File: src/rtl/dorc_pkg.sv
`timescale 1ns / 1ps

package dorc_pkg;

    // Channel count bounds and the default build.
    localparam int CHANNELS_DEFAULT = 4;
    localparam int CHANNELS_MAX     = 8;

    // Field widths.
    localparam int DELAY_W     = 16;
    localparam int CHAN_W      = 3;
    localparam int RELAY_W     = 4;
    localparam int ACTION_W    = 2;
    localparam int CFG_INDEX_W = 3;
    localparam int S_TDATA_W   = 8;
    localparam int M_TDATA_W   = 8;

    // Number of delay registers on the configuration port.
    localparam int REG_COUNT = 4;

    // Switch-on delays after reset, in millisecond ticks.
    localparam logic [DELAY_W-1:0] DELAY_FAST = 16'd50;
    localparam logic [DELAY_W-1:0] DELAY_SLOW = 16'd1000;

    typedef enum logic [ACTION_W-1:0] {
        ACT_TICK    = 2'd0,
        ACT_REQUEST = 2'd1,
        ACT_SENSOR  = 2'd2,
        ACT_SPARE   = 2'd3
    } action_t;

    // Command from the decoder to one channel timer.
    typedef struct packed {
        logic tick;
        logic req;
        logic on;
    } chan_cmd_t;

    // Status of one channel timer.
    typedef struct packed {
        logic applied_next;
        logic applied;
        logic armed;
    } chan_stat_t;

    // One result word.
    typedef struct packed {
        logic               bad;
        logic [RELAY_W-1:0] relay;
    } result_t;

    // Channels 0 to 2 start fast; channel 3 and any beyond it start slow.
    function automatic logic [DELAY_W-1:0] chan_reset_delay(input int ch);
        logic [DELAY_W-1:0] d;
        d = (ch < 3) ? DELAY_FAST : DELAY_SLOW;
        return d;
    endfunction

endpackage

File: src/rtl/dorc_chan.sv
`timescale 1ns / 1ps

module dorc_chan #(
    parameter logic [dorc_pkg::DELAY_W-1:0] RESET_DELAY = dorc_pkg::DELAY_SLOW
) (
    input  logic                         aclk,
    input  logic                         aresetn,
    input  dorc_pkg::chan_cmd_t          cmd,
    input  logic                         wr_en,
    input  logic [dorc_pkg::DELAY_W-1:0] wr_data,
    output dorc_pkg::chan_stat_t         stat
);

    logic [dorc_pkg::DELAY_W-1:0] delay_reg,   delay_next;
    logic [dorc_pkg::DELAY_W-1:0] elapsed_reg, elapsed_next;
    logic                         armed_reg,   armed_next;
    logic                         applied_reg, applied_next;
    logic [dorc_pkg::DELAY_W-1:0] elapsed_inc;

    // Saturating count of ticks since arming.
    assign elapsed_inc = (elapsed_reg == '1) ? elapsed_reg
                                             : elapsed_reg + dorc_pkg::DELAY_W'(1);

    always_comb begin
        delay_next   = wr_en ? wr_data : delay_reg;
        elapsed_next = elapsed_reg;
        armed_next   = armed_reg;
        applied_next = applied_reg;
        if (cmd.tick && armed_reg) begin
            elapsed_next = elapsed_inc;
            if (elapsed_inc >= delay_reg) begin
                armed_next   = 1'b0;
                applied_next = 1'b1;
            end
        end else if (cmd.req) begin
            if (!cmd.on) begin
                armed_next   = 1'b0;
                applied_next = 1'b0;
            end else if (!applied_reg && !armed_reg) begin
                // A repeated on request leaves a running delay alone.
                armed_next   = 1'b1;
                elapsed_next = '0;
            end
        end
    end

    always_ff @(posedge aclk) begin
        if (!aresetn) begin
            delay_reg   <= RESET_DELAY;
            elapsed_reg <= '0;
            armed_reg   <= 1'b0;
            applied_reg <= 1'b0;
        end else begin
            delay_reg   <= delay_next;
            elapsed_reg <= elapsed_next;
            armed_reg   <= armed_next;
            applied_reg <= applied_next;
        end
    end

    assign stat.applied_next = applied_next;
    assign stat.applied      = applied_reg;
    assign stat.armed        = armed_reg;

endmodule

File: src/rtl/delayed_on_relay_channels_core.sv
`timescale 1ns / 1ps
// Each result word is registered in the output stage and offered from its head slot.
// Throughput: one word per cycle while skid is free; all channel timers update in parallel.
// A two-entry output stage lets one more input word in while a result waits to be taken.
// Reset (aresetn low at a clock edge): relays off, nothing armed, counts zero,
// delays back to 50, 50, 50 and 1000 ticks, and the output stage empty.

module delayed_on_relay_channels_core #(
    parameter int CHANNELS = dorc_pkg::CHANNELS_DEFAULT
) (
    input  logic                             aclk,
    input  logic                             aresetn,

    // Input stream.
    input  logic                             s_tvalid,
    output logic                             s_tready,
    // s_tdata, lowest bit first: channel [2:0], turn_on [3], level1_good [4],
    // level2_good [5], zero padding [7:6].
    input  logic [dorc_pkg::S_TDATA_W-1:0]   s_tdata,
    // s_tuser: action [1:0].
    input  logic [dorc_pkg::ACTION_W-1:0]    s_tuser,

    // Result stream.
    output logic                             m_tvalid,
    input  logic                             m_tready,
    // m_tdata, lowest bit first: relay_bits [3:0], zero padding [7:4].
    output logic [dorc_pkg::M_TDATA_W-1:0]   m_tdata,
    // m_tuser: bad_channel [0].
    output logic [0:0]                       m_tuser,

    // Configuration write channel.
    input  logic                             cfg_valid,
    output logic                             cfg_ready,
    input  logic [dorc_pkg::CFG_INDEX_W-1:0] cfg_index,
    input  logic [dorc_pkg::DELAY_W-1:0]     cfg_data
);

    // Unpacked input fields.
    dorc_pkg::action_t                action;
    logic [dorc_pkg::CHAN_W-1:0]      channel;
    logic                             turn_on;
    logic                             level1_good;
    logic                             level2_good;

    logic                             s_accept;
    logic                             m_accept;
    logic                             cfg_accept;
    logic                             bad_channel;

    dorc_pkg::chan_cmd_t              cmd  [CHANNELS];
    dorc_pkg::chan_stat_t             stat [CHANNELS];
    logic                             wr_en [CHANNELS];
    logic [CHANNELS-1:0]              applied_vec;
    logic [CHANNELS-1:0]              armed_vec;
    logic [dorc_pkg::RELAY_W-1:0]     relay_next;
    dorc_pkg::result_t                result;

    // Output stage: the head word drives the port, the skid word sits behind it.
    logic                             out_valid_reg,  out_valid_next;
    logic                             skid_valid_reg, skid_valid_next;
    dorc_pkg::result_t                out_reg,  out_next;
    dorc_pkg::result_t                skid_reg, skid_next;

    assign action      = dorc_pkg::action_t'(s_tuser);
    assign channel     = s_tdata[dorc_pkg::CHAN_W-1:0];
    assign turn_on     = s_tdata[3];
    assign level1_good = s_tdata[4];
    assign level2_good = s_tdata[5];

    // An input word is taken whenever the skid slot is free.
    assign s_tready   = !skid_valid_reg;
    assign s_accept   = s_tvalid && s_tready;
    assign m_accept   = m_tvalid && m_tready;
    assign cfg_ready  = 1'b1;
    assign cfg_accept = cfg_valid && cfg_ready;

    // A single request naming a channel that is not built is flagged and ignored.
    assign bad_channel = (action == dorc_pkg::ACT_REQUEST)
                      && ({1'b0, channel} >= (dorc_pkg::CHAN_W + 1)'(CHANNELS));

    // Per-channel decode and timer. A sensor update drives channels 0 and 1 with the
    // inverse of the first float sensor and channel 2 with the second one; when those
    // channels are not built the request simply has nowhere to go.
    for (genvar i = 0; i < CHANNELS; i++) begin : g_chan
        localparam int IDX = i;

        always_comb begin
            cmd[i] = '0;
            if (s_accept) begin
                case (action)
                    dorc_pkg::ACT_TICK: begin
                        cmd[i].tick = 1'b1;
                    end
                    dorc_pkg::ACT_REQUEST: begin
                        if (channel == dorc_pkg::CHAN_W'(IDX)) begin
                            cmd[i].req = 1'b1;
                            cmd[i].on  = turn_on;
                        end
                    end
                    dorc_pkg::ACT_SENSOR: begin
                        if (IDX <= 1) begin
                            cmd[i].req = 1'b1;
                            cmd[i].on  = !level1_good;
                        end else if (IDX == 2) begin
                            cmd[i].req = 1'b1;
                            cmd[i].on  = level2_good;
                        end
                    end
                    default: begin
                    end
                endcase
            end
        end

        // Only the first channels have a delay register; the rest keep their fixed delay.
        if (IDX < dorc_pkg::REG_COUNT) begin : g_wr
            assign wr_en[i] = cfg_accept && (cfg_index == dorc_pkg::CFG_INDEX_W'(IDX));
        end else begin : g_no_wr
            assign wr_en[i] = 1'b0;
        end

        dorc_chan #(
            .RESET_DELAY (dorc_pkg::chan_reset_delay(IDX))
        ) u_chan (
            .aclk    (aclk),
            .aresetn (aresetn),
            .cmd     (cmd[i]),
            .wr_en   (wr_en[i]),
            .wr_data (cfg_data),
            .stat    (stat[i])
        );

        assign applied_vec[i] = stat[i].applied;
        assign armed_vec[i]   = stat[i].armed;
    end

    // Only the first four relays are reported; relays that are not built read as off.
    for (genvar b = 0; b < dorc_pkg::RELAY_W; b++) begin : g_relay
        if (b < CHANNELS) begin : g_used
            assign relay_next[b] = stat[b].applied_next;
        end else begin : g_unused
            assign relay_next[b] = 1'b0;
        end
    end

    assign result.relay = relay_next;
    assign result.bad   = bad_channel;

    // Output stage. When the head word leaves, the skid word moves up; no word is taken
    // while the skid is full. Otherwise a new word fills the first free slot.
    always_comb begin
        out_valid_next  = out_valid_reg;
        skid_valid_next = skid_valid_reg;
        out_next        = out_reg;
        skid_next       = skid_reg;
        if (m_accept) begin
            if (skid_valid_reg) begin
                out_next        = skid_reg;
                skid_valid_next = s_accept;
                skid_next       = result;
            end else begin
                out_valid_next = s_accept;
                out_next       = result;
            end
        end else if (s_accept) begin
            if (!out_valid_reg) begin
                out_valid_next = 1'b1;
                out_next       = result;
            end else begin
                skid_valid_next = 1'b1;
                skid_next       = result;
            end
        end
    end

    always_ff @(posedge aclk) begin
        if (!aresetn) begin
            out_valid_reg  <= 1'b0;
            skid_valid_reg <= 1'b0;
        end else begin
            out_valid_reg  <= out_valid_next;
            skid_valid_reg <= skid_valid_next;
        end
    end

    always_ff @(posedge aclk) begin
        out_reg  <= out_next;
        skid_reg <= skid_next;
    end

    assign m_tvalid = out_valid_reg;
    assign m_tdata  = {{(dorc_pkg::M_TDATA_W - dorc_pkg::RELAY_W){1'b0}}, out_reg.relay};
    assign m_tuser  = out_reg.bad;

`ifndef SYNTHESIS
    // The skid slot is only ever used behind an occupied head slot.
    a_skid_behind_head: assert property (@(posedge aclk) disable iff (!aresetn)
        skid_valid_reg |-> out_valid_reg)
        else $error("skid word held with an empty head slot");

    // A channel is never armed and switched on at the same time.
    a_armed_xor_applied: assert property (@(posedge aclk) disable iff (!aresetn)
        (armed_vec & applied_vec) == '0)
        else $error("channel armed while its relay is on");

    // Relays only move when an input word is taken.
    a_relays_hold_idle: assert property (@(posedge aclk) disable iff (!aresetn)
        !s_accept |=> $stable(applied_vec))
        else $error("relay state changed without an input word");

    // A request to a channel that is not built leaves every relay and arming as it was.
    a_bad_request_no_effect: assert property (@(posedge aclk) disable iff (!aresetn)
        (s_accept && bad_channel)
        |=> (applied_vec == $past(applied_vec)) && (armed_vec == $past(armed_vec)))
        else $error("request to a missing channel changed state");
`endif

endmodule

File: config.mk
export PLATFORM = sky130hd
export DESIGN_NAME = delayed_on_relay_channels_core
export DESIGN_NICKNAME = d
export VERILOG_FILES = /design/src/rtl/dorc_pkg.sv /design/src/rtl/dorc_chan.sv /design/src/rtl/delayed_on_relay_channels_core.sv
export SDC_FILE = /design/constraint.sdc
export NUM_CORES = 1
export LEC_CHECK = 0
export BUFFER_PORTS_ARGS = -buffer_cell sky130_fd_sc_hd__buf_2
export CORE_MARGIN = 2
export CORE_UTILIZATION = 30
export CTS_CLUSTER_SIZE = 30
export DETAILED_ROUTE_END_ITERATION = 8
export GPL_TIMING_DRIVEN = 0
export SLEW_MARGIN = 20
export SYNTH_ARGS = -nofsm -noshare
export SYNTH_HDL_FRONTEND = slang
export SYNTH_HIERARCHICAL = 1
export SYNTH_SLANG_ARGS = --single-unit
File: constraint.sdc
create_clock -name aclk -period 6 [get_ports aclk]
set_input_delay 0.3 -clock aclk [delete_from_list [all_inputs] [get_ports aclk]]
set_output_delay 0.3 -clock aclk [all_outputs]
set_load 0.02 [all_outputs]
==> summary.txt, run 1 <==
Cells and area
  – Final nets: 1287
  – Fin util: 0.347
  – Area growth syn-to-layout: 13.2%
  – Fill count: 3206
  – Commonest non-fill, non-tap cell in the layout: dfxtp_1
  – Share of cells above drive strength 1: 0.0965
  – Antenna diode count: 0
  – Most frequent cells in the layout: 138 x dfxtp_1, 109 x nand2_1, 83 x a21oi_1

Yosys
  – Synth Cell Area: 0.00944 mm2
  – Yosys warning count: 6
  – Syn_area_per_cell: 8.41 um2
  – Synthesized instance count: 1122

Critical path
  – Crit path kind: flip-flop to flip-flop
  – WP data required: 6180 ps
  – WP data arrival: 4370 ps
  – CP endpoint kind: flip-flop
  – Startpoint Class: flip-flop
  – Critical Path Source: g_chan[3].u_chan/elapsed_reg[0]$_SDFFE_PN0P_
  – Reg-to-Reg Start: g_chan[3].u_chan/elapsed_reg[0]$_SDFFE_PN0P_
  – Critical path fanouts, max: 6

CTS
  – Clock tree buffer depth: 2
  – CTS Buf Count: 17
  – H-Tree Depth: 4
  – Resized Gates After CTS: 0
  – Clock sinks: 148
  – Number of hold buffers added after CTS: 0
  – Setup bufs post-CTS: 0
  – Clock slew at reported path FFs: 60 ps
  – CTS tree: done
  – Clk root buf: clkbuf_16
  – Later-pin clock latency in the skew report: 430 ps

Routing
  – Drt drc: 0
  – Detailed-route wire length: 24000 um
  – Vias per cell: 5.16
  – Per-cell routed wire length: 15.1 um
  – Via count: 8187
  – Antenna-violating nets left: 0
  – Initial DRC Count: 688
  – DRT Pass-1 Iters: 5

Placement
  – Port buffer count: 38
  – Final Wtd Congestion: 0.860
  – HPWL Detailed: 18000 um

Outcome
  – Status: completed

Power and ir drop
  – PD cells: 205 mW/mm2
  – VDD IR max: 0.200 mV
  – Leak: 4.26 nW

Global routing
  – Largest net degree at the start of global routing: 17
  – Initial antenna violation count: 0
  – First-pass GRT wire length: 39000 um
  – Vias in the first global route: 7640
  – Total GRT Usage: 0.148
  – Congestion Overflow GR: 0

Timing
  – Final hold violation count: 0
  – Tcrit/Tclk final: 0.700
  – Post-Route Setup TNS: 0 ps
  – RSZ-0062 raised after global routing: false
  – Skew final: 9.60 ps
  – Worst-Margin Slew: 870 ps
  – Slew Limit Fails: 0
  – Final min period: 4200 ps
  – Max_slew headroom: 0.414
  – Fmax achieved: 0.238 GHz
  – Endpoints failing setup: 0

Floorplanning
  – Die Height: 181 um
  – Die X: 181 um
  – Area of the core: 0.0307 mm2
  – Die area: 0.0329 mm2
  – # rows: 64
  – Starting Density: 0.307
  – Ports: 46

Min path
  – Min-delay src: aresetn
  – Min-Delay Path Class: input port to flip-flop

Flow run
  – Max Cap Viol: 0
-- per-stage QoR --
step | total power, mW | instances | hold WS (ps) | setup slack (ps) | instance area, um2
2_1_floorplan | 1.12 | 1125 | 414 | 2540 | 9450
3_3_place_gp | 1.17 | 1559 | 481 | 1920 | 10100
3_5_place_dp | 1.17 | 1559 | 480 | 1950 | 10100
4_1_cts | 2.22 | 1588 | 191 | 1900 | 10700
5_1_grt | 2.28 | 1588 | 209 | 1490 | 10700
6_report | 2.19 | 1588 | 208 | 1800 | 10700
-- final timing paths --
path	endpoint	slack, ps	cells past startpoint
hold reg to reg	g_chan[1].u_chan/delay_reg[4]$_SDFFE_PN1P_	490	2
setup reg to reg	m_tdata[3]$_DFFE_PP_	1800	13
hold / removal	skid_valid_reg$_SDFFE_PN0P_	210	3
setup / recovery	m_tdata[3]$_DFFE_PP_	1800	13
-- per-layer routing --
| layer | vias to the layer above | track usage | share of wire |
|---|---|---|---|
| met5 | - | 0 | 0 |
| met4 | 0 | 0.0498 | 0.016 |
| met1 | 3824 | 0.217 | 0.52 |
| met2 | 187 | 0.221 | 0.43 |
| met3 | 23 | 0.0228 | 0.043 |
| li1 | 4153 | - | - |
-- power breakdown --
| part | internal [mW] | switching [mW] | total (mW) |
|---|---|---|---|
| Clock | 0.624 | 0.412 | 1.04 |
| Sequential | 1.01 | 0.00700 | 1.02 |
| Combinational | 0.0503 | 0.0876 | 0.138 |
| Total | 1.68 | 0.507 | 2.19 |
-- worst max-delay path: stages, from the launching register on --
cell and delay (ps):
dfxtp_1 430, ha_1 330, and3_1 260, nand3_1 220, nor4_1 720, nand2_1 110, nand2_1 120, ha_1 230
a2111oi_0 440, or4_1 210, a41oi_2 180, or2_2 310, buf_4 130, mux2_2 260
-- final cells by class --
class	count	area (um2)	share of cell area
repair buffers	38	190	0.0178
plain buffers	46	211	0.0198
clock inverters	6	80.1	0.00750
well taps	396	495	0.0464
flip-flops and latches	148	3060	0.287
inverters	81	304	0.0285
clock buffers	23	468	0.0438
multi-input cells	850	5870	0.550
Power figures use the tool's default switching activity.
==> inputs of run 2 (changes only) <==
ABC_AREA = 1   (was unset)
clock period = 3.7 ns   (was 6 ns; I/O delays follow)
==> run 2 against run 1 <==
Total power is 71% higher. Utilization hardly changed. Register-to-register slack worse by 1200 ps. Highest routed layer unchanged.
==> summary.txt, run 2 <==
Routing
  – Per-cell routed wire length: 12.8 um
  – Detailed-route wire length: 23500 um
  – Antenna-violating nets left: 0
  – Drt drc: 0
  – Initial DRC Count: 529
  – Vias per cell: 4.74
  – DRT Pass-1 Iters: 5
  – Via count: 8685

Timing
  – Fmax achieved: 0.324 GHz
  – Post-Route Setup TNS: 0 ps
  – Worst-Margin Slew: 810 ps
  – Slew Limit Fails: 0
  – Hold_ws: 97.2 ps
  – Tcrit/Tclk final: 0.833
  – Skew final: 10.3 ps
  – Max_slew headroom: 0.458
  – PnR worst setup slack: 618 ps
  – Final hold violation count: 0
  – Final min period: 3080 ps
  – RSZ-0062 raised after global routing: false
  – Endpoints failing setup: 0

CTS
  – Clock slew at reported path FFs: 60 ps
  – H-Tree Depth: 4
  – Number of hold buffers added after CTS: 0
  – Clock sinks: 148
  – Resized Gates After CTS: 0
  – Clock tree buffer depth: 2
  – Clk root buf: clkbuf_16
  – Later-pin clock latency in the skew report: 430 ps
  – CTS tree: done
  – Setup bufs post-CTS: 0
  – CTS Buf Count: 17

Power and ir drop
  – Share of power burned in registers: 0.441
  – Sw power: 0.901 mW
  – Switching Share: 0.241
  – VDD IR max: 0.301 mV
  – Logic pwr share: 0.062
  – Leak: 4.70 nW
  – Power Internal: 2.85 mW
  – PD cells: 352 mW/mm2
  – Clk pwr share: 0.496

Global routing
  – Met1 usage: 0.204
  – Vias in the first global route: 7980
  – Met3 Use GR: 0.0317
  – Initial antenna violation count: 0
  – Total GRT Usage: 0.146
  – Congestion Overflow GR: 0
  – Layer with the highest usage: met2
  – Largest net degree at the start of global routing: 23
  – Met2 usage: 0.231
  – First-pass GRT wire length: 39000 um

Placement
  – DP Worst Slack: 638 ps
  – Final Wtd Congestion: 0.840
  – DP Cell Count: 1801
  – Port buffer count: 38
  – HPWL Detailed: 18000 um

Cells and area
  – Antenna diode count: 0
  – Share of cells above drive strength 1: 0.124
  – Final nets: 1529
  – Final non-filler cell total: 1833
  – Area growth syn-to-layout: 14.3%
  – Footprint of the multi-input gates: 0.00522 mm2
  – Most frequent cells in the layout: 332 x nand2_1, 193 x inv_1, 170 x a21oi_1
  – Fin util: 0.348
  – Fill count: 3284
  – Commonest non-fill, non-tap cell in the layout: nand2_1
  – Sequential cell area: 0.00306 mm2

Floorplanning
  – Die X: 180 um
  – Ports: 46
  – Die Height: 180 um
  – Die area: 0.0325 mm2
  – Starting Density: 0.304
  – Area of the core: 0.0306 mm2
  – # rows: 64

Critical path
  – Critical path fanouts, max: 10
  – CP peak stage delay: 420 ps
  – Startpoint Class: flip-flop
  – WP data arrival: 3260 ps
  – CP Cell Sequence: ha_1 -> nand2_2 -> nor2_4 -> inv_2 -> nor2_4 -> nand3_4 -> buf_6 -> o21a_1 -> ha_1 -> nand2_1 -> nand2_1 -> nand2_1 -> nand2_1 -> nand2_1 -> nand2_1 -> nand2_1 -> nand2_1 -> nand2_1 -> nand2_1 -> buf_4 -> nand2_1 -> nand2_1
  – CP endpoint kind: flip-flop
  – WP data required: 3880 ps
  – Crit path max-delay cell type: dfxtp_1
  – Crit path kind: flip-flop to flip-flop
  – Crit-path most repeated cell: nand2_1

Min path
  – Min-Delay Path Class: input port to flip-flop

Flow run
  – Max Cap Viol: 0

Yosys
  – Yosys warning count: 6
  – Synthesized instance count: 1364
  – Syn_area_per_cell: 6.82 um2
  – Synth Cell Area: 0.00931 mm2

Outcome
  – Status: completed
[run 2: changes by cell type in the layout (fill, tap and decap cells not counted), moves of 15 or more]
cell	change
nand3_1	+25
and3_1	-29
a21oi_1	+87
nand2_2	+40
o211ai_1	-15
inv_1	+112
o21ai_0	+52
nand2_1	+223
mux2i_1	-49
nor2_1	+19
xor2_1	-20
nor2b_1	-59
[run 2: per-layer routing]
| layer | wire length [um] | up-vias | share of wire |
|---|---|---|---|
| li1 | - | 4536 | - |
| met1 | 11800 | 3966 | 0.50 |
| met2 | 10300 | 164 | 0.44 |
| met3 | 1130 | 19 | 0.048 |
| met4 | 209 | 0 | 0.0089 |
| met5 | 0 | - | 0 |
[run 2: final timing paths]
kind	from	endpoint	slack, ps	cells past startpoint
worst max-delay path	g_chan[0].u_chan/elapsed_reg[0]$_SDFFE_PN0P_	m_tdata[0]$_DFFE_PP_	620	22
worst min-delay path	cfg_data[0]	g_chan[2].u_chan/delay_reg[0]$_SDFFE_PN0P_	100	3
worst max register to register	g_chan[0].u_chan/elapsed_reg[0]$_SDFFE_PN0P_	m_tdata[0]$_DFFE_PP_	620	22
worst min register to register	g_chan[1].u_chan/delay_reg[7]$_SDFFE_PN0P_	g_chan[1].u_chan/delay_reg[7]$_SDFFE_PN0P_	460	2
[run 2: area by class of cell]
class                   count  share of cell area
plain buffers              46              0.0243
flip-flops and latches    148               0.288
clock inverters            13              0.0161
repair buffers             38              0.0179
inverters                 207              0.0735
multi-input cells         966               0.490
clock buffers              19              0.0436
well taps                 396              0.0466
[run 2: power by group through the flow]
stage	clock network, mW	logic [mW]	registers (mW)
2_1_floorplan	0	0.138	1.69
3_3_place_gp	0	0.228	1.69
3_5_place_dp	0	0.233	1.69
4_1_cts	1.91	0.234	1.65
5_1_grt	2.00	0.264	1.66
6_report	1.86	0.234	1.65
[run 2: per-stage QoR]
stage / power, mW / area (um2)
after detailed placement: 1.92 / 10000
after global routing: 3.92 / 10600
after global placement: 1.92 / 10000
after floorplan: 1.83 / 9320
final: 3.75 / 10600
after CTS: 3.80 / 10600
[run 2: critical path, delay by kind of cell (launching register included)]
family	cells	cell delay, ps
and+or+nand+nor	16	1260
buffers and inverters	3	450
DFF	1	420
AOI/OAI and AO/OA	1	170
adders and majority gates	2	510
==> inputs of run 3 (changes only) <==
clock period = 2.9 ns   (was 3.7 ns; I/O delays follow)
==> run 3 against run 2 <==
Utilization increased by 1.6 points. Global-route usage increased by 0.16 points. Clock power increased by 27%. Non-clock buffer count increased by 19. Critical path type unchanged. Maximum frequency increased by 12%. Sequential power increased by 27%. Highest routed layer unchanged. Flip-flop and latch count unchanged. Total power increased by 28%. Critical path depth decreased by 3. Largest power group unchanged. Critical endpoint is now m_tdata[3]$_DFFE_PP_.
==> summary.txt, run 3 (synthesis gave the netlist of run 2 again) <==
Outcome
  – Status: completed

Cells and area
  – Most frequent cells in the layout: 321 x nand2_1, 191 x inv_1, 167 x a21oi_1
  – Antenna diode count: 0
  – Commonest non-fill, non-tap cell in the layout: nand2_1
  – Final nets: 1548
  – Area growth syn-to-layout: 19.4%
  – Fin util: 0.363
  – Share of cells above drive strength 1: 0.162
  – Fill count: 3242
  – Final non-filler cell total: 1852
  – Final Cell Area: 0.0111 mm2

Power and ir drop
  – Sw power: 1.15 mW
  – Leak: 4.94 nW
  – Share of power burned in registers: 0.440
  – Power Internal: 3.63 mW
  – PD cells: 430 mW/mm2
  – Switching Share: 0.241
  – Logic pwr share: 0.063
  – VDD IR max: 0.385 mV
  – Clk pwr share: 0.497
  – Total power draw: 4.78 mW

CTS
  – Clock sinks: 148
  – Number of hold buffers added after CTS: 0
  – H-Tree Depth: 4
  – CTS tree: done
  – Clock slew at reported path FFs: 70 ps
  – CTS Buf Count: 17
  – Later-pin clock latency in the skew report: 430 ps
  – Clk root buf: clkbuf_16
  – Clock tree buffer depth: 2

Critical path
  – R2R depth: 19
  – WP data required: 3090 ps
  – Crit path capture: m_tdata[3]$_DFFE_PP_
  – Critical Path Source: g_chan[3].u_chan/elapsed_reg[1]$_SDFFE_PN0P_
  – CP endpoint kind: flip-flop
  – Startpoint Class: flip-flop
  – WP data arrival: 2950 ps
  – Critical path fanouts, max: 7
  – Crit path kind: flip-flop to flip-flop
  – Reg-to-Reg Start: g_chan[3].u_chan/elapsed_reg[1]$_SDFFE_PN0P_
  – Reg2reg end: m_tdata[3]$_DFFE_PP_
  – Flop2flop setup slack: 140 ps

Global routing
  – Largest net degree at the start of global routing: 23
  – First-pass GRT wire length: 39400 um
  – Initial antenna violation count: 0
  – Congestion Overflow GR: 0
  – Total GRT Usage: 0.148
  – Vias in the first global route: 8068

Floorplanning
  – # rows: 64
  – Die Height: 180 um
  – Area of the core: 0.0306 mm2
  – Die area: 0.0325 mm2
  – Ports: 46
  – Die X: 180 um
  – Starting Density: 0.304

Timing
  – Tcrit/Tclk final: 0.952
  – Final hold violation count: 0
  – Fmax achieved: 0.362 GHz
  – Max_slew headroom: 0.471
  – Worst-Margin Slew: 790 ps
  – Slew Limit Fails: 0
  – Endpoints failing setup: 0
  – Skew final: 9.75 ps
  – Hold_ws: 56.2 ps
  – Final min period: 2760 ps

Placement
  – Port buffer count: 38
  – DP Cell Count: 1801
  – Final Wtd Congestion: 0.840
  – HPWL Detailed: 18000 um
  – Placed cell areas: 0.0100 mm2

Routing
  – Detailed-route wire length: 24200 um
  – Per-cell routed wire length: 13.0 um
  – Vias per cell: 4.76
  – Initial DRC Count: 474
  – Drt drc: 0
  – Via count: 8813
  – DRT Pass-1 Iters: 5
  – Antenna-violating nets left: 0

Flow run
  – Max Cap Viol: 0

Min path
  – Min-Delay Path Class: input port to flip-flop
run 3: cell count changes in the layout (fill, tap and decap cells not counted), moves of 5 or more:
cell     change
buf_4       +14
dfxtp_1     -12
dfxtp_2      +5
dfxtp_4      +7
ha_1         -7
ha_4         +7
nand2_1     -11
nand2_4      +9
o21ai_0      -6
o21ai_1      +6
run 3: worst min-delay path by stage:
| stage | to | start | cells past startpoint |
|---|---|---|---|
| 2_1_floorplan | g_chan[0].u_chan/delay_reg[1]$_SDFFE_PN1P_ | cfg_data[1] | 2 |
| 3_3_place_gp | g_chan[1].u_chan/delay_reg[1]$_SDFFE_PN1P_ | g_chan[1].u_chan/delay_reg[1]$_SDFFE_PN1P_ | 2 |
| 3_5_place_dp | g_chan[1].u_chan/delay_reg[6]$_SDFFE_PN0P_ | g_chan[1].u_chan/delay_reg[6]$_SDFFE_PN0P_ | 2 |
| 4_1_cts | m_tvalid$_SDFFE_PN0P_ | s_tvalid | 3 |
| 5_1_grt | m_tvalid$_SDFFE_PN0P_ | s_tvalid | 3 |
| 6_report | g_chan[3].u_chan/delay_reg[8]$_SDFFE_PN1P_ | cfg_data[8] | 3 |
run 3: repair_timing:
action	4_1_cts	5_1_grt
gates resized for setup	20	54
setup endpoints to repair	6	8
pin swaps	4	24
buffers inserted	6	10
gates cloned	2	2
run 3: routing by layer:
layer  track usage  vias up  part of all wire
li1              -     4573                 -
met1         0.205     4032              0.50
met2         0.235      189              0.44
met3        0.0321       19             0.051
met4        0.0323        0            0.0094
met5             0        -                 0
run 3: worst max-delay path, stage by stage, from the launching register on:
cell and delay [ps]:
dfxtp_4 380, ha_4 150, nand2_4 70, nor2_4 100, inv_2 70, nor2_4 110
nand3_4 130, buf_12 160, buf_16 130, nand2_2 70, ha_1 260, a21oi_2 170
o21ai_1 80, a21oi_2 170, nand2_2 100, nand2_4 80, nand2_4 60, buf_4 140
nand2_1 60, nand2_1 40
run 3: through the flow:
step                      worst slack, ps  setup TNS [ps]
after floorplan                       284               0
after global placement               -125            -369
after detailed placement             -162            -487
after CTS                           -3.84           -3.84
after global routing                -44.0           -47.5
final                                 138               0
run 3: layout make-up:
| type | count | area, um2 | area share |
|---|---|---|---|
| inverter | 207 | 782 | 0.0703 |
| timing repair buffer | 58 | 428 | 0.0385 |
| clock inverter | 13 | 171 | 0.0154 |
| sequential | 148 | 3100 | 0.278 |
| clock buffer | 19 | 464 | 0.0418 |
| tap | 396 | 495 | 0.0446 |
| buffer | 45 | 277 | 0.0249 |
| multi-input combinational | 966 | 5400 | 0.486 |
run 3: power groups by stage:
stage	clock network (mW)	registers [mW]	logic (mW)
6_report	2.37	2.10	0.301
5_1_grt	2.55	2.11	0.340
4_1_cts	2.43	2.11	0.299
3_5_place_dp	0	2.16	0.297
3_3_place_gp	0	2.16	0.291
2_1_floorplan	0	2.16	0.176
